`src/sv/slcd_pkg.sv`:
```
// slcd_pkg: shared request codes, lcd byte constants and control/status structs
// for the scrolling line lcd controller; depends on nothing
package slcd_pkg;

  // request codes
  localparam logic [2:0] CMD_SCROLL  = 3'd0;
  localparam logic [2:0] CMD_CLEAR   = 3'd1;
  localparam logic [2:0] CMD_PUT     = 3'd2;
  localparam logic [2:0] CMD_CURSOR  = 3'd3;
  localparam logic [2:0] CMD_VISIBLE = 3'd4;

  // hd44780 bytes
  localparam logic [7:0] LCD_HOME       = 8'h80;
  localparam logic [7:0] LCD_ERASE_ALL  = 8'h01;
  localparam logic [7:0] LCD_DISPLAY_ON = 8'h0C;
  localparam logic [7:0] LCD_SPACE      = 8'h20;

  // controller to datapath
  typedef struct packed {
    logic store_char;   // write scroll char into the line
    logic clear_line;   // empty the line
    logic load_single;  // load a one-byte result from the request
    logic load_home;    // load cursor-home byte, start line read
    logic load_data;    // load one data byte of the line
  } slcd_cmd_t;

  // datapath to controller
  typedef struct packed {
    logic out_free;   // output register can take a byte this cycle
    logic data_last;  // current data byte is the last of the line
  } slcd_sts_t;

endpackage

```
`src/sv/scrolling_line_lcd_controller.sv`:
```
// scrolling_line_lcd_controller: top level, joins the scan controller and the datapath
// depends on slcd_pkg, slcd_ctrl and slcd_dp
//
// Turns requests into hd44780 byte transfers, one result transfer per byte, with
// is_data as register select and last marking the final byte of a request. Put char,
// set cursor, cursor visibility and clear each give one byte: the request is accepted
// and its byte is loaded into the output register in the same cycle. Scroll char
// writes the character into a LINE_WIDTH-entry line memory (append while not full,
// else overwrite the oldest entry and advance the ring head), then sends
// cursor-home and LINE_WIDTH data bytes. The accept and memory write come first, then
// one byte per cycle, paced by the single registered read port of the line memory.
// No new request is taken until the last data byte of a scroll is in the output register.
// Unused command codes are accepted and give no transfer. Output backpressure
// stretches everything cycle for cycle. There is no clearing pass: entries beyond the
// fill count are never shown, they read as spaces.
module scrolling_line_lcd_controller #(
  parameter int LINE_WIDTH = 16
) (
  input  logic       clk_i,
  input  logic       rst_ni,
  input  logic       in_valid_i,
  output logic       in_ready_o,
  input  logic [2:0] command_i,
  input  logic [7:0] char_code_i,
  input  logic [5:0] column_i,
  input  logic       row_i,
  input  logic       visible_i,
  output logic       out_valid_o,
  input  logic       out_ready_i,
  output logic       is_data_o,
  output logic [7:0] lcd_byte_o,
  output logic       last_o
);
  import slcd_pkg::*;

  slcd_cmd_t cmd;
  slcd_sts_t sts;

  // request decode and scan sequencing
  slcd_ctrl u_ctrl (
    .clk_i      (clk_i),
    .rst_ni     (rst_ni),
    .in_valid_i (in_valid_i),
    .in_ready_o (in_ready_o),
    .command_i  (command_i),
    .sts_i      (sts),
    .cmd_o      (cmd)
  );

  // line memory and output register
  slcd_dp #(
    .LINE_WIDTH (LINE_WIDTH)
  ) u_dp (
    .clk_i       (clk_i),
    .rst_ni      (rst_ni),
    .command_i   (command_i),
    .char_code_i (char_code_i),
    .column_i    (column_i),
    .row_i       (row_i),
    .visible_i   (visible_i),
    .cmd_i       (cmd),
    .sts_o       (sts),
    .out_valid_o (out_valid_o),
    .out_ready_i (out_ready_i),
    .is_data_o   (is_data_o),
    .lcd_byte_o  (lcd_byte_o),
    .last_o      (last_o)
  );

  // only one source loads the output register in a cycle
  assert property (@(posedge clk_i) disable iff (!rst_ni)
    $onehot0({cmd.load_single, cmd.load_home, cmd.load_data}))
    else $error("more than one output load in a cycle");

  // a scroll blocks new requests while its line is sent
  assert property (@(posedge clk_i) disable iff (!rst_ni)
    cmd.store_char |=> !in_ready_o)
    else $error("request taken during scroll");

  // cursor-home opens every line transfer and is never the last byte
  assert property (@(posedge clk_i) disable iff (!rst_ni)
    cmd.load_home |=> out_valid_o && !is_data_o && (lcd_byte_o == LCD_HOME) && !last_o)
    else $error("bad cursor-home transfer");

  // the final data byte of the line closes the request
  assert property (@(posedge clk_i) disable iff (!rst_ni)
    cmd.load_data && sts.data_last |=> out_valid_o && is_data_o && last_o)
    else $error("line end not marked last");

endmodule

```
`src/sv/slcd_ctrl.sv`:
```
// slcd_ctrl: request decode and line scan state machine
// depends on slcd_pkg
module slcd_ctrl (
  input  logic                clk_i,
  input  logic                rst_ni,
  input  logic                in_valid_i,
  output logic                in_ready_o,
  input  logic [2:0]          command_i,
  input  slcd_pkg::slcd_sts_t sts_i,
  output slcd_pkg::slcd_cmd_t cmd_o
);
  import slcd_pkg::*;

  localparam logic [1:0] ST_IDLE = 2'd0;
  localparam logic [1:0] ST_HOME = 2'd1;
  localparam logic [1:0] ST_DATA = 2'd2;

  logic [1:0] state_q, state_d;
  logic       accept;

  assign in_ready_o = (state_q == ST_IDLE) && sts_i.out_free;
  assign accept     = in_valid_i && in_ready_o;

  always_comb begin
    cmd_o = '0;
    unique case (command_i) inside
      CMD_SCROLL: begin
        cmd_o.store_char = accept;
      end
      CMD_CLEAR: begin
        cmd_o.clear_line  = accept;
        cmd_o.load_single = accept;
      end
      CMD_PUT, CMD_CURSOR, CMD_VISIBLE: begin
        cmd_o.load_single = accept;
      end
      default: begin
        // unused codes are taken and dropped
      end
    endcase
    cmd_o.load_home = (state_q == ST_HOME) && sts_i.out_free;
    cmd_o.load_data = (state_q == ST_DATA) && sts_i.out_free;
  end

  always_comb begin
    state_d = state_q;
    unique case (state_q)
      ST_IDLE: begin
        if (cmd_o.store_char) state_d = ST_HOME;
      end
      ST_HOME: begin
        if (cmd_o.load_home) state_d = ST_DATA;
      end
      ST_DATA: begin
        if (cmd_o.load_data && sts_i.data_last) state_d = ST_IDLE;
      end
      default: begin
        state_d = ST_IDLE;
      end
    endcase
  end

  always_ff @(posedge clk_i or negedge rst_ni) begin
    if (!rst_ni) begin
      state_q <= ST_IDLE;
    end else begin
      state_q <= state_d;
    end
  end

endmodule

```
`src/sv/slcd_dp.sv`:
```
// slcd_dp: line memory, fill count, ring head, read pointer and output register
// depends on slcd_pkg
module slcd_dp #(
  parameter int LINE_WIDTH = 16
) (
  input  logic                clk_i,
  input  logic                rst_ni,
  input  logic [2:0]          command_i,
  input  logic [7:0]          char_code_i,
  input  logic [5:0]          column_i,
  input  logic                row_i,
  input  logic                visible_i,
  input  slcd_pkg::slcd_cmd_t cmd_i,
  output slcd_pkg::slcd_sts_t sts_o,
  output logic                out_valid_o,
  input  logic                out_ready_i,
  output logic                is_data_o,
  output logic [7:0]          lcd_byte_o,
  output logic                last_o
);
  import slcd_pkg::*;

  localparam int AW = $clog2(LINE_WIDTH);
  localparam int FW = $clog2(LINE_WIDTH + 1);

  logic [7:0]    mem [LINE_WIDTH];
  logic [7:0]    rdata_q;
  logic [FW-1:0] fill_q;
  logic [AW-1:0] head_q;
  logic [AW-1:0] ptr_q;
  logic [AW-1:0] idx_q;
  logic          full;
  logic [AW-1:0] wr_addr;
  logic [AW-1:0] head_next;
  logic [AW-1:0] ptr_next;
  logic [AW-1:0] ptr_start_next;
  logic          out_valid_q;
  logic          is_data_q;
  logic [7:0]    byte_q;
  logic          last_q;
  logic          single_is_data;
  logic [7:0]    single_byte;
  logic [7:0]    data_byte;
  logic          load;

  assign full    = (fill_q == FW'(LINE_WIDTH));
  assign wr_addr = full ? head_q : fill_q[AW-1:0];

  assign head_next      = (head_q == AW'(LINE_WIDTH - 1)) ? '0 : head_q + 1'b1;
  assign ptr_next       = (ptr_q == AW'(LINE_WIDTH - 1)) ? '0 : ptr_q + 1'b1;
  assign ptr_start_next = head_next;

  // memory write port and registered read port
  always_ff @(posedge clk_i) begin
    if (cmd_i.store_char) begin
      mem[wr_addr] <= char_code_i;
    end
    if (cmd_i.load_home) begin
      rdata_q <= mem[head_q];
    end else if (cmd_i.load_data) begin
      rdata_q <= mem[ptr_q];
    end
  end

  always_ff @(posedge clk_i or negedge rst_ni) begin
    if (!rst_ni) begin
      fill_q <= '0;
      head_q <= '0;
      ptr_q  <= '0;
      idx_q  <= '0;
    end else begin
      if (cmd_i.clear_line) begin
        fill_q <= '0;
        head_q <= '0;
      end else if (cmd_i.store_char) begin
        if (full) head_q <= head_next;
        else      fill_q <= fill_q + 1'b1;
      end
      if (cmd_i.load_home) begin
        ptr_q <= ptr_start_next;
        idx_q <= '0;
      end else if (cmd_i.load_data) begin
        ptr_q <= ptr_next;
        idx_q <= idx_q + 1'b1;
      end
    end
  end

  // one-byte results
  always_comb begin
    single_is_data = 1'b0;
    single_byte    = 8'h00;
    unique case (command_i)
      CMD_CLEAR:   single_byte = LCD_ERASE_ALL;
      CMD_PUT: begin
        single_is_data = 1'b1;
        single_byte    = char_code_i;
      end
      CMD_CURSOR:  single_byte = {1'b1, row_i, column_i};
      CMD_VISIBLE: single_byte = LCD_DISPLAY_ON | {6'd0, visible_i, 1'b0};
      default:     single_byte = 8'h00;
    endcase
  end

  // unfilled entries and stored zero show as a space
  assign data_byte = (({{(FW - AW){1'b0}}, idx_q} < fill_q) && (rdata_q != 8'h00))
                     ? rdata_q : LCD_SPACE;

  assign load = cmd_i.load_single || cmd_i.load_home || cmd_i.load_data;

  always_ff @(posedge clk_i or negedge rst_ni) begin
    if (!rst_ni) begin
      out_valid_q <= 1'b0;
    end else if (load) begin
      out_valid_q <= 1'b1;
    end else if (out_ready_i) begin
      out_valid_q <= 1'b0;
    end
  end

  always_ff @(posedge clk_i) begin
    if (cmd_i.load_single) begin
      is_data_q <= single_is_data;
      byte_q    <= single_byte;
      last_q    <= 1'b1;
    end else if (cmd_i.load_home) begin
      is_data_q <= 1'b0;
      byte_q    <= LCD_HOME;
      last_q    <= 1'b0;
    end else if (cmd_i.load_data) begin
      is_data_q <= 1'b1;
      byte_q    <= data_byte;
      last_q    <= sts_o.data_last;
    end
  end

  assign sts_o.out_free  = !out_valid_q || out_ready_i;
  assign sts_o.data_last = (idx_q == AW'(LINE_WIDTH - 1));

  assign out_valid_o = out_valid_q;
  assign is_data_o   = is_data_q;
  assign lcd_byte_o  = byte_q;
  assign last_o      = last_q;

endmodule
```
`config.mk`:
```
export PLATFORM = sky130hd
export DESIGN_NAME = scrolling_line_lcd_controller
export DESIGN_NICKNAME = d
export VERILOG_FILES = /design/src/sv/slcd_pkg.sv /design/src/sv/scrolling_line_lcd_controller.sv /design/src/sv/slcd_ctrl.sv /design/src/sv/slcd_dp.sv
export SDC_FILE = /design/constraint.sdc
export NUM_CORES = 1
export LEC_CHECK = 0
export BUFFER_PORTS_ARGS = -buffer_cell sky130_fd_sc_hd__buf_2
export CAP_MARGIN = 25
export CELL_PAD_IN_SITES_DETAIL_PLACEMENT = 2
export CELL_PAD_IN_SITES_GLOBAL_PLACEMENT = 2
export CORE_UTILIZATION = 46
export CTS_BUF_LIST = sky130_fd_sc_hd__clkbuf_8
export CTS_CLUSTER_SIZE = 8
export DETAILED_ROUTE_END_ITERATION = 10
export HOLD_SLACK_MARGIN = 0.12
export PLACE_DENSITY = 0.83
export SLEW_MARGIN = 20
export SYNTH_ARGS = -nofsm -noshare
export SYNTH_HDL_FRONTEND = slang
export SYNTH_SLANG_ARGS = --single-unit
export TNS_END_PERCENT = 10
```
`constraint.sdc`:
```
create_clock -name clk_i -period 3 [get_ports clk_i]
set_input_delay 0.3 -clock clk_i [delete_from_list [all_inputs] [get_ports clk_i]]
set_output_delay 0.3 -clock clk_i [all_outputs]
set_load 0.01 [all_outputs]
```
==> impl_table.tex, run 1 <==
\begin{tabular}{lr}
\hline
Metric & Value \\
\hline
\multicolumn{2}{l}{\textbf{Placed design}} \\
\quad Setup slack at placement & 0.301 ns \\
\quad Placed Cells incl. Taps & 875 \\
\quad \# port buffers & 34 \\
\quad Detailed placement HPWL & 19.3 mm \\
\quad Placer Congestion & 0.903 \\
\multicolumn{2}{l}{\textbf{Clocking}} \\
\quad Post-CTS clock slew at the launch and capture registers of the worst setup and hold paths & 0.10 ns \\
\quad Num CTS Buffers & 17 \\
\quad Clk sink count & 166 \\
\quad Clock Latency Late Sink & 0.50 ns \\
\quad Hold-fix buffer count after cts & 1 \\
\quad TritonCTS clock tree & built \\
\quad Setup bufs post-CTS & 0 \\
\quad Total number of H-tree levels & 4 \\
\quad Root buffer cell & clkbuf\_8 \\
\quad Worst-case clock buffer depth & 2 \\
\quad Quantity of gates resized following cts & 0 \\
\multicolumn{2}{l}{\textbf{Worst setup path}} \\
\quad CP endpoint kind & flip-flop \\
\quad Worst path max stage delay & 0.75 ns \\
\quad Critical path data arrival time & 2.92 ns \\
\quad Cells traversed along the worst timing path & inv\_1, ha\_1, and4bb\_2, nor3\_1, a31oi\_1, nor2\_1 \\
\quad Kind of launch point of the worst setup path & flip-flop \\
\quad Max Fanout on Critical Path & 13 \\
\quad Crit path required time & 3.13 ns \\
\quad Crit-path leading delay family & simple AND/OR/NAND/NOR gates \\
\quad Category of the most critical setup path & flip-flop to flip-flop \\
\quad Combined buffer and inverter count along the critical path & 1 \\
\quad CP max stage cell & nor2\_1 \\
\multicolumn{2}{l}{\textbf{Timing}} \\
\quad Crit share post-route & 0.929 \\
\quad Number of failing setup endpoints in the final timing report & 0 \\
\quad Final hold slack & 0.218 ns \\
\quad Final Slew Violations & 0 \\
\quad Rel. slew slack & 0.422 \\
\quad Final Critical Period & 2.79 ns \\
\quad Setup repair after global routing missed its margin & no \\
\quad Slew at the pin closest to its max-slew limit & 0.864 ns \\
\quad Achievable frequency & 359 MHz \\
\quad Endpoints failing hold & 0 \\
\quad Clock skew & 0.0127 ns \\
\quad Setup TNS Final & 0 ns \\
\quad Final setup margin & 0.212 ns \\
\multicolumn{2}{l}{\textbf{Floorplan}} \\
\quad Starting Density & 0.476 \\
\quad Die Width & 137 um \\
\quad Floorplan core area & 17,500 um\^{}2 \\
\quad I/O pin total & 35 \\
\quad Die Outline Area & 18,700 um\^{}2 \\
\quad Count of standard-cell rows & 48 \\
\quad Y dimension of the die & 137 um \\
\multicolumn{2}{l}{\textbf{Synth}} \\
\quad Synthesized area per cell & 13.1 um\^{}2 \\
\quad Number of enable-type register cells in the synthesized netlist & 145 \\
\quad Share of synthesized registers carrying an async set or reset & 0.120 \\
\quad \#FFs+latches synth & 166 \\
\quad Synth warnings & 0 \\
\quad Area of the mapped netlist & 8350 um\^{}2 \\
\quad Sequential element share of the synthesized area & 0.584 \\
\quad Number of different library cells in the post-synthesis netlist & 58 \\
\quad Main flop type after synthesis & edfxtp\_1 \\
\quad Post-Syn Instances & 638 \\
\quad Number of nets produced by synthesis & 669 \\
\multicolumn{2}{l}{\textbf{Drt}} \\
\quad DRC violations left & 0 \\
\quad Number of DRC violations after detailed-routing iteration 0 & 403 \\
\quad Per-cell via count in the routed design & 6.54 \\
\quad Met2 wire len & 13.2 mm \\
\quad Met3 wirelength from detailed routing & 1.48 mm \\
\quad Routed wire per std cell & 30.2 um \\
\quad Met1 WL & 11.3 mm \\
\quad Residual antenna-violating net count after detailed routing & 0 \\
\quad 1st-pass router iterations & 5 \\
\quad Detailed-route via count & 5,936 \\
\quad Final WL & 27.4 mm \\
\quad Uppermost signal routing layer after detailed routing & met4 \\
\multicolumn{2}{l}{\textbf{Power}} \\
\quad Areal power density over the cells & 775 nW/um\^{}2 \\
\quad Total power consumption of the routed design & 0.00708 W \\
\quad Worst vdd ir & 512 uV \\
\quad Static Leak & 3.23 nW \\
\multicolumn{2}{l}{\textbf{Global routing}} \\
\quad GRT Total Usage & 0.316 \\
\quad Overflow left after global routing & 0 \\
\quad Vias in the first global route & 6,542 \\
\quad First-pass GRT wire length & 41.2 mm \\
\quad Number of antenna violations at the first check in global routing & 0 \\
\quad Largest net degree at the start of global routing & 28 \\
\multicolumn{2}{l}{\textbf{Final layout}} \\
\quad Number of nets at the end of the flow & 701 \\
\quad Post-route non-filler standard cell count & 908 \\
\quad Proportion of layout cells with a drive suffix above 1 & 0.149 \\
\quad Synth-to-layout area growth & 9.38\% \\
\quad Filler cells & 1,678 \\
\quad Total inserted antenna cells & 0 \\
\multicolumn{2}{l}{\textbf{Outcome}} \\
\quad Status & finished, final reports clean \\
\multicolumn{2}{l}{\textbf{Flow run}} \\
\quad Max-capacitance violation count & 0 \\
\multicolumn{2}{l}{\textbf{Worst hold path}} \\
\quad Hold Path Class & input pin to flip-flop \\
\hline
\end{tabular}
[through the flow]
step           utilization  instance area, um^2
6_report             0.521                 9130
5_1_grt              0.521                 9130
3_5_place_dp         0.499                 8740
3_3_place_gp         0.499                 8740
2_1_floorplan            -                 8350
4_1_cts              0.521                 9130
[worst reg2reg max path, cell delays in order, from the launching register on]
cell	delay [ns]
dfrtp_1	0.50
inv_1	0.14
ha_1	0.26
and4bb_2	0.33
nor3_1	0.25
a31oi_1	0.20
nor2_1	0.75
[worst paths after layout]
| path | from | to | slack (ns) | cells past startpoint |
|---|---|---|---|---|
| max | u_dp.fill_q[0] | u_dp.mem[2][2] | 0.21 | 6 |
| min | visible_i | u_dp.lcd_byte_o[1] | 0.22 | 3 |
| max reg2reg | u_dp.fill_q[0] | u_dp.mem[2][2] | 0.21 | 6 |
| min reg2reg | u_dp.last_o | u_dp.last_o | 0.52 | 2 |
| max in group asynchronous | rst_ni | u_dp.head_q[1] | 2.34 | 2 |
| min in group asynchronous | rst_ni | u_dp.ptr_q[0] | 0.28 | 2 |
[layout make-up]
type | instances | area, um^2 | area share
well taps | 225 | 282 | 0.0308
multi-input cells | 415 | 3200 | 0.350
repair buffers | 53 | 328 | 0.0359
clock buffers | 17 | 234 | 0.0256
flip-flops and latches | 166 | 4880 | 0.535
clock inverters | 15 | 144 | 0.0158
inverters | 17 | 63.8 | 0.00699
[report_power, final]
group,total (W),internal [W],switching [W]
Sequential,0.00306,0.00282,0.000245
Clock,0.00164,0.000675,0.000968
Combinational,0.00237,0.000854,0.00152
[routing by layer]
metal  GRT usage  up-vias
met3      0.0704       73
met4       0.177        0
met5           0        -
met2       0.510      242
li1            -     2576
met1       0.393     3045
[cell usage after synthesis (3+ instances only)]
cell | number | area, um^2
edfxtp_1 | 145 | 4350
nand2_1 | 14 | 52.6
nor2b_1 | 7 | 43.8
a22oi_1 | 65 | 488
or4_1 | 3 | 22.5
o31ai_1 | 4 | 30.0
nand2b_1 | 3 | 18.8
and2_1 | 3 | 18.8
mux2i_1 | 132 | 1320
nor3_1 | 9 | 45.0
o22ai_1 | 7 | 43.8
a21oi_1 | 20 | 100
o21ai_0 | 10 | 50.1
nor2_1 | 24 | 90.1
a41oi_1 | 3 | 26.3
nand3_1 | 46 | 230
a31oi_1 | 8 | 50.1
buf_4 | 6 | 45.0
nand4_1 | 9 | 56.3
inv_1 | 17 | 63.8
ha_1 | 8 | 100
clkbuf_1 | 14 | 52.6
buf_2 | 17 | 85.1
a21o_1 | 3 | 22.5
dfrtp_1 | 20 | 500
mux2_2 | 3 | 33.8
[state kept, by name, summed over array words and instances, names as in the netlist, 2 cells and up]
register and count:
u_dp.mem 128, u_dp.lcd_byte_o 8, u_dp.rdata_q 8, u_dp.fill_q 5
u_dp.head_q 4, u_dp.idx_q 4, u_dp.ptr_q 4, u_ctrl.state_q 2
[cell usage in the layout, fill, tap and decap left out, types with 2 or more instances in the layout]
cell type   count
nor4b_4         2
a41oi_1         3
a31oi_1         8
mux2i_1       132
nor3_1          9
inv_8           2
buf_4          17
inv_1          17
buf_2          34
nand2b_1        3
o21a_1          2
clkinvlp_4      3
a22oi_1        65
nand3_1        46
clkinv_4        2
clkbuf_8       17
ha_1            8
nand4_1         9
o21ai_0        10
o21ai_1         2
o31ai_1         4
xor2_1          2
clkinv_1        2
edfxtp_1      145
and2_1          3
inv_6           5
dfrtp_1        18
nand2_1        14
nor2_1         24
a21o_1          3
o22ai_1         7
dfrtp_4         2
o211ai_1        2
mux2_2          3
nor2b_1         7
a21oi_1        20
and3_1          2
or4_1           3
[cells by family after synthesis]
group,after synthesis,share of synthesized area
AOI/OAI and AO/OA,135,0.115
xor gates and xnor gates,3,0.00315
adders and majority gates,8,0.0120
buffers and inverters,57,0.0330
DFF,166,0.584
muxes,135,0.162
and+or+nand+nor,134,0.0908
Power figures use the tool's default switching activity.
==> run 2: changes to the inputs <==
--- a/config.mk
+++ b/config.mk
@@ -9,6 +9,7 @@
 export CAP_MARGIN = 25
 export CELL_PAD_IN_SITES_DETAIL_PLACEMENT = 2
 export CELL_PAD_IN_SITES_GLOBAL_PLACEMENT = 2
+export CORE_ASPECT_RATIO = 1.2
 export CORE_UTILIZATION = 46
 export CTS_BUF_LIST = sky130_fd_sc_hd__clkbuf_8
 export CTS_CLUSTER_SIZE = 8
==> impl_table.tex, run 2 (same netlist as run 1, synthesis figures left out) <==
\begin{tabular}{lr}
\hline
Metric & Value \\
\hline
\multicolumn{2}{l}{\textbf{Worst setup path}} \\
\quad Category of the most critical setup path & flip-flop to flip-flop \\
\quad CP max stage cell & nor2\_1 \\
\quad R2r setup slk & 0.21 ns \\
\quad Worst path max stage delay & 0.65 ns \\
\quad Max Fanout on Critical Path & 8 \\
\quad CP endpoint kind & flip-flop \\
\quad Crit path required time & 3.13 ns \\
\quad Cells traversed along the worst timing path & inv\_1, ha\_1, a41oi\_1, nand3\_1, nor2\_1 \\
\quad Kind of launch point of the worst setup path & flip-flop \\
\quad Critical path data arrival time & 2.91 ns \\
\multicolumn{2}{l}{\textbf{Global routing}} \\
\quad Number of antenna violations at the first check in global routing & 0 \\
\quad Vias in the first global route & 6,597 \\
\quad Overflow left after global routing & 0 \\
\quad Largest net degree at the start of global routing & 34 \\
\quad First-pass GRT wire length & 40.5 mm \\
\quad GRT Total Usage & 0.299 \\
\multicolumn{2}{l}{\textbf{Clocking}} \\
\quad Num CTS Buffers & 17 \\
\quad TritonCTS clock tree & built \\
\quad Clock Latency Late Sink & 0.49 ns \\
\quad Quantity of gates resized following cts & 0 \\
\quad Total number of H-tree levels & 4 \\
\quad Worst-case clock buffer depth & 2 \\
\quad Root buffer cell & clkbuf\_8 \\
\quad Clk sink count & 166 \\
\quad Setup bufs post-CTS & 0 \\
\quad Post-CTS clock slew at the launch and capture registers of the worst setup and hold paths & 0.11 ns \\
\multicolumn{2}{l}{\textbf{Drt}} \\
\quad Per-cell via count in the routed design & 6.45 \\
\quad DRC violations left & 8 \\
\quad 1st-pass router iterations & 9 \\
\quad Routed wire per std cell & 29.5 um \\
\quad Number of DRC violations after detailed-routing iteration 0 & 421 \\
\quad Detailed-route via count & 5,816 \\
\quad Residual antenna-violating net count after detailed routing & 0 \\
\quad Final WL & 26.6 mm \\
\multicolumn{2}{l}{\textbf{Power}} \\
\quad Areal power density over the cells & 770 nW/um\^{}2 \\
\quad Static Leak & 3.23 nW \\
\quad Worst vdd ir & 355 uV \\
\multicolumn{2}{l}{\textbf{Floorplan}} \\
\quad Die Outline Area & 18,700 um\^{}2 \\
\quad Count of standard-cell rows & 53 \\
\quad Die Width & 125 um \\
\quad Y dimension of the die & 150 um \\
\quad I/O pin total & 35 \\
\quad Floorplan core area & 17,600 um\^{}2 \\
\quad Starting Density & 0.473 \\
\multicolumn{2}{l}{\textbf{Final layout}} \\
\quad Most used cells in the layout excluding fill and tap cells & 145 x edfxtp\_1, 132 x mux2i\_1, 65 x a22oi\_1 \\
\quad Register with the highest flop count & u\_dp.mem \\
\quad Most common library cell in the layout ignoring fill and taps & edfxtp\_1 \\
\quad Synth-to-layout area growth & 9.40\% \\
\quad Total inserted antenna cells & 0 \\
\quad Area of the multi-input gates & 3200 um\^{}2 \\
\quad Number of nets at the end of the flow & 700 \\
\quad Post-route non-filler standard cell count & 902 \\
\quad Filler cells & 1,698 \\
\quad Proportion of layout cells with a drive suffix above 1 & 0.151 \\
\quad Flip-flop count of the largest register, all copies and words added & 128 \\
\quad Seq. cell area & 4880 um\^{}2 \\
\multicolumn{2}{l}{\textbf{Timing}} \\
\quad Rel. slew slack & 0.446 \\
\quad Crit share post-route & 0.929 \\
\quad Setup TNS Final & 0 ns \\
\quad Endpoints failing hold & 0 \\
\quad Slew at the pin closest to its max-slew limit & 0.831 ns \\
\quad Number of failing setup endpoints in the final timing report & 0 \\
\quad Final hold slack & 0.212 ns \\
\quad Setup repair after global routing missed its margin & no \\
\quad Clock skew & 0.0205 ns \\
\quad Achievable frequency & 359 MHz \\
\quad Final Critical Period & 2.79 ns \\
\quad Final Slew Violations & 0 \\
\multicolumn{2}{l}{\textbf{Placed design}} \\
\quad Detailed placement HPWL & 19.2 mm \\
\quad Placer Congestion & 0.881 \\
\quad \# port buffers & 34 \\
\quad Placed Cells incl. Taps & 869 \\
\multicolumn{2}{l}{\textbf{Worst hold path}} \\
\quad Hold Path Class & input pin to flip-flop \\
\multicolumn{2}{l}{\textbf{Outcome}} \\
\quad Violated checks & DRC \\
\quad Status & finished, violations left \\
\multicolumn{2}{l}{\textbf{Flow run}} \\
\quad Max-capacitance violation count & 0 \\
\hline
\end{tabular}
run 2: cell types whose count changed in the layout (fill, tap and decap cells not counted):
cell / previous run / this run
buf_4: 17 / 16
bufinv_16: 1 / 0
clkinv_1: 2 / 0
clkinv_4: 2 / 0
clkinv_8: 0 / 2
clkinvlp_4: 3 / 4
inv_6: 5 / 2
inv_8: 2 / 7
run 2: routing by layer:
metal / vias to the layer above / share of wire / global-route usage
li1: 2580 / - / -
met1: 2992 / 0.40 / 0.346
met2: 177 / 0.51 / 0.532
met3: 67 / 0.034 / 0.0440
met4: 0 / 0.051 / 0.174
met5: - / 0 / 0
run 2: final timing paths:
kind                           startpoint            endpoint  cells after the start
setup / recovery           u_dp.fill_q[0]      u_dp.mem[3][2]                      5
hold / removal                column_i[4]  u_dp.lcd_byte_o[4]                      3
setup reg to reg           u_dp.fill_q[0]      u_dp.mem[3][2]                      5
hold reg to reg               u_dp.last_o         u_dp.last_o                      2
max in group asynchronous          rst_ni      u_dp.head_q[1]                      2
min in group asynchronous          rst_ni       u_dp.idx_q[1]                      2
run 2: final cells by class:
cell class,instances,share of cell area
multi-input combinational,415,0.350
tap,220,0.0301
clock buffer,17,0.0256
sequential,166,0.535
timing repair buffer,52,0.0351
inverter,17,0.00699
clock inverter,15,0.0174
run 2: through the flow:
stage	util	area [um^2]	total power, W	setup slack [ns]
final	0.518	9130	0.00703	0.213
after global routing	0.518	9130	0.00728	0.0823
after CTS	0.518	9130	0.00702	0.222
after detailed placement	0.495	8730	0.00541	0.298
after global placement	0.495	8730	0.00523	0.563
after floorplan	-	8350	0.00450	0.798
run 2: worst max-delay path: cells and delay by family, from the launching register on:
kind            cells  cell delay (ns)
simple gates        2             1.03
fa+ha+maj           1             0.27
flops               1             0.53
buf+inv             1             0.15
compound gates      1             0.45
run 2: power by group:
part / switching, W / internal (W) / leakage, nW
registers: 0.000251 / 0.00282 / 1.58
clock network: 0.000994 / 0.000627 / 0.188
logic: 0.00148 / 0.000859 / 1.47
run 2: what timing repair did:
item                                   in CTS  in global routing
setup endpoints to repair                   0                  0
endpoints found under the hold margin      20                  0
hold buffers                                1                  0
==> run 3: changes to the inputs <==
--- a/config.mk
+++ b/config.mk
@@ -5,7 +5,7 @@
 export SDC_FILE = /design/constraint.sdc
 export NUM_CORES = 1
 export LEC_CHECK = 0
-export BUFFER_PORTS_ARGS = -buffer_cell sky130_fd_sc_hd__buf_2
+export BUFFER_PORTS_ARGS = -buffer_cell sky130_fd_sc_hd__clkbuf_2
 export CAP_MARGIN = 25
 export CELL_PAD_IN_SITES_DETAIL_PLACEMENT = 2
 export CELL_PAD_IN_SITES_GLOBAL_PLACEMENT = 2
==> impl_table.tex, run 3 (same netlist as run 1, synthesis figures left out) <==
\begin{tabular}{lr}
\hline
Metric & Value \\
\hline
\multicolumn{2}{l}{\textbf{Final layout}} \\
\quad Filler cells & 1,670 \\
\quad Most common library cell in the layout ignoring fill and taps & edfxtp\_1 \\
\quad Seq. cell area & 4880 um\^{}2 \\
\quad Synth-to-layout area growth & 9.29\% \\
\quad Total inserted antenna cells & 0 \\
\quad Number of nets at the end of the flow & 701 \\
\quad Flip-flop count of the largest register, all copies and words added & 128 \\
\quad Most used cells in the layout excluding fill and tap cells & 145 x edfxtp\_1, 132 x mux2i\_1, 65 x a22oi\_1 \\
\quad Area of the multi-input gates & 3200 um\^{}2 \\
\quad Cell area after layout & 9130 um\^{}2 \\
\quad Proportion of layout cells with a drive suffix above 1 & 0.151 \\
\quad Register with the highest flop count & u\_dp.mem \\
\multicolumn{2}{l}{\textbf{Clocking}} \\
\quad Clk sink count & 166 \\
\quad Post-CTS clock slew at the launch and capture registers of the worst setup and hold paths & 0.10 ns \\
\quad TritonCTS clock tree & built \\
\quad Quantity of gates resized following cts & 0 \\
\quad Clock Latency Late Sink & 0.48 ns \\
\quad Worst-case clock buffer depth & 2 \\
\quad Hold-fix buffer count after cts & 1 \\
\quad Num CTS Buffers & 17 \\
\quad Root buffer cell & clkbuf\_8 \\
\quad Setup bufs post-CTS & 0 \\
\quad Total number of H-tree levels & 4 \\
\multicolumn{2}{l}{\textbf{Worst setup path}} \\
\quad Critical Path Source & u\_dp.fill\_q[0] \\
\quad Worst path max stage delay & 0.72 ns \\
\quad Max Fanout on Critical Path & 13 \\
\quad Critical R2R Launch & u\_dp.fill\_q[0] \\
\quad CP endpoint kind & flip-flop \\
\quad Crit path required time & 3.10 ns \\
\quad WP depth & 6 \\
\quad Cell depth of the worst flop-to-flop path & 6 \\
\quad Kind of launch point of the worst setup path & flip-flop \\
\quad Critical path data arrival time & 2.75 ns \\
\quad Crit-path leading delay family & simple AND/OR/NAND/NOR gates \\
\quad Combined buffer and inverter count along the critical path & 1 \\
\quad CP max stage cell & nor2\_1 \\
\quad Most prevalent standard cell on the critical path & nor2\_1 \\
\quad Category of the most critical setup path & flip-flop to flip-flop \\
\quad Cells traversed along the worst timing path & inv\_1, ha\_1, and4bb\_2, nor2\_1, a21oi\_1, nor2\_1 \\
\multicolumn{2}{l}{\textbf{Drt}} \\
\quad Per-cell via count in the routed design & 6.51 \\
\quad Residual antenna-violating net count after detailed routing & 0 \\
\quad DRC violations left & 8 \\
\quad Routed wire per std cell & 29.7 um \\
\quad Detailed-route via count & 5,883 \\
\quad 1st-pass router iterations & 8 \\
\quad Number of DRC violations after detailed-routing iteration 0 & 344 \\
\quad Final WL & 26.8 mm \\
\multicolumn{2}{l}{\textbf{Timing}} \\
\quad Final Slew Violations & 0 \\
\quad Achievable frequency & 379 MHz \\
\quad Clock skew & 0.0178 ns \\
\quad Rel. slew slack & 0.385 \\
\quad Setup repair after global routing missed its margin & no \\
\quad Final setup margin & 0.359 ns \\
\quad Final Critical Period & 2.64 ns \\
\quad Crit share post-route & 0.880 \\
\quad Setup TNS Final & 0 ns \\
\quad Slew at the pin closest to its max-slew limit & 0.923 ns \\
\quad Endpoints failing hold & 0 \\
\quad Number of failing setup endpoints in the final timing report & 0 \\
\multicolumn{2}{l}{\textbf{Global routing}} \\
\quad Top Usage Layer GRT & met2 \\
\quad GR met1 Demand/Resource & 0.355 \\
\quad Number of antenna violations at the first check in global routing & 0 \\
\quad Largest net degree at the start of global routing & 35 \\
\quad GRT met3 Usage & 0.0443 \\
\quad Fraction of met2 tracks used by global routing & 0.518 \\
\quad First-pass GRT wire length & 40.4 mm \\
\quad Vias in the first global route & 6,437 \\
\quad Overflow left after global routing & 0 \\
\quad GRT Total Usage & 0.298 \\
\multicolumn{2}{l}{\textbf{Placed design}} \\
\quad Setup slack at placement & 0.421 ns \\
\quad Detailed placement HPWL & 18.6 mm \\
\quad \# port buffers & 34 \\
\quad Placer Congestion & 0.861 \\
\quad Cell area after placement & 8740 um\^{}2 \\
\multicolumn{2}{l}{\textbf{Floorplan}} \\
\quad I/O pin total & 35 \\
\quad Die Width & 125 um \\
\quad Starting Density & 0.473 \\
\quad Count of standard-cell rows & 53 \\
\quad Floorplan core area & 17,600 um\^{}2 \\
\quad Die Outline Area & 18,700 um\^{}2 \\
\quad Y dimension of the die & 150 um \\
\multicolumn{2}{l}{\textbf{Power}} \\
\quad Proportion of total power due to net switching & 0.377 \\
\quad Part of the total power dissipated in combinational logic & 0.326 \\
\quad Clock power frac & 0.229 \\
\quad Internal power summed over all cells & 0.00433 W \\
\quad Areal power density over the cells & 762 nW/um\^{}2 \\
\quad Proportion of power drawn by flip-flops and latches & 0.445 \\
\quad Switching power & 0.00262 W \\
\quad Static Leak & 3.25 nW \\
\quad Worst vdd ir & 382 uV \\
\multicolumn{2}{l}{\textbf{Outcome}} \\
\quad Status & finished, violations left \\
\quad Violated checks & DRC \\
\multicolumn{2}{l}{\textbf{Flow run}} \\
\quad Max-capacitance violation count & 0 \\
\multicolumn{2}{l}{\textbf{Worst hold path}} \\
\quad Worst hold path depth & 3 \\
\quad Origin of the worst min-delay path & column\_i[4] \\
\quad Hold Path Class & input pin to flip-flop \\
\hline
\end{tabular}
run 3: cell types whose count changed in the layout (fill, tap and decap cells not counted):
cell and delta:
buf_2 -34, buf_4 +1, bufinv_16 +1, clkbuf_2 +34, clkinv_1 +1, clkinv_2 +3
clkinv_4 +2, clkinv_8 -2, clkinvlp_4 -3, inv_6 +2, inv_8 -4
run 3: per-stage QoR:
| stage | cells | hold slack (ns) | utilization | total power [W] |
|---|---|---|---|---|
| after floorplan | 638 | 0.00441 | - | 0.00450 |
| after global placement | 870 | 0.309 | 0.495 | 0.00522 |
| after detailed placement | 870 | 0.309 | 0.495 | 0.00536 |
| after CTS | 903 | 0.175 | 0.517 | 0.00696 |
| after global routing | 903 | 0.193 | 0.517 | 0.00721 |
| final | 903 | 0.189 | 0.517 | 0.00695 |
run 3: worst paths after layout:
kind | end | slack [ns]
hold reg to reg | u_dp.last_o | 0.51
hold / removal | u_dp.lcd_byte_o[4] | 0.19
setup reg to reg | u_dp.mem[3][3] | 0.36
min in group asynchronous | u_dp.out_valid_o | 0.34
setup / recovery | u_dp.mem[3][3] | 0.36
max in group asynchronous | u_dp.ptr_q[1] | 2.24
run 3: layer usage:
layer / vias up / share of wire / wire length, um
met2: 182 / 0.51 / 13700
met3: 62 / 0.034 / 920
li1: 2565 / - / -
met1: 3074 / 0.40 / 10700
met4: 0 / 0.053 / 1410
met5: - / 0 / 0
run 3: power groups by stage:
stage               sequential, W  combinational [W]  clock, W
floorplan                 0.00302            0.00148         0
global placement          0.00311            0.00211         0
detailed placement        0.00314            0.00222         0
CTS                       0.00309            0.00225   0.00162
global route              0.00312            0.00241   0.00168
finish                    0.00309            0.00227   0.00159
run 3: worst min-delay path, stage by stage:
cell	delay [ns]
clkbuf_2	0.08
mux2i_1	0.06
o22ai_1	0.10
run 3: layout make-up:
| class | count | area share |
|---|---|---|
| flip-flops and latches | 166 | 0.535 |
| clock inverters | 15 | 0.0156 |
| multi-input cells | 415 | 0.351 |
| clock buffers | 17 | 0.0256 |
| well taps | 220 | 0.0302 |
| repair buffers | 53 | 0.0359 |
| inverters | 17 | 0.00699 |
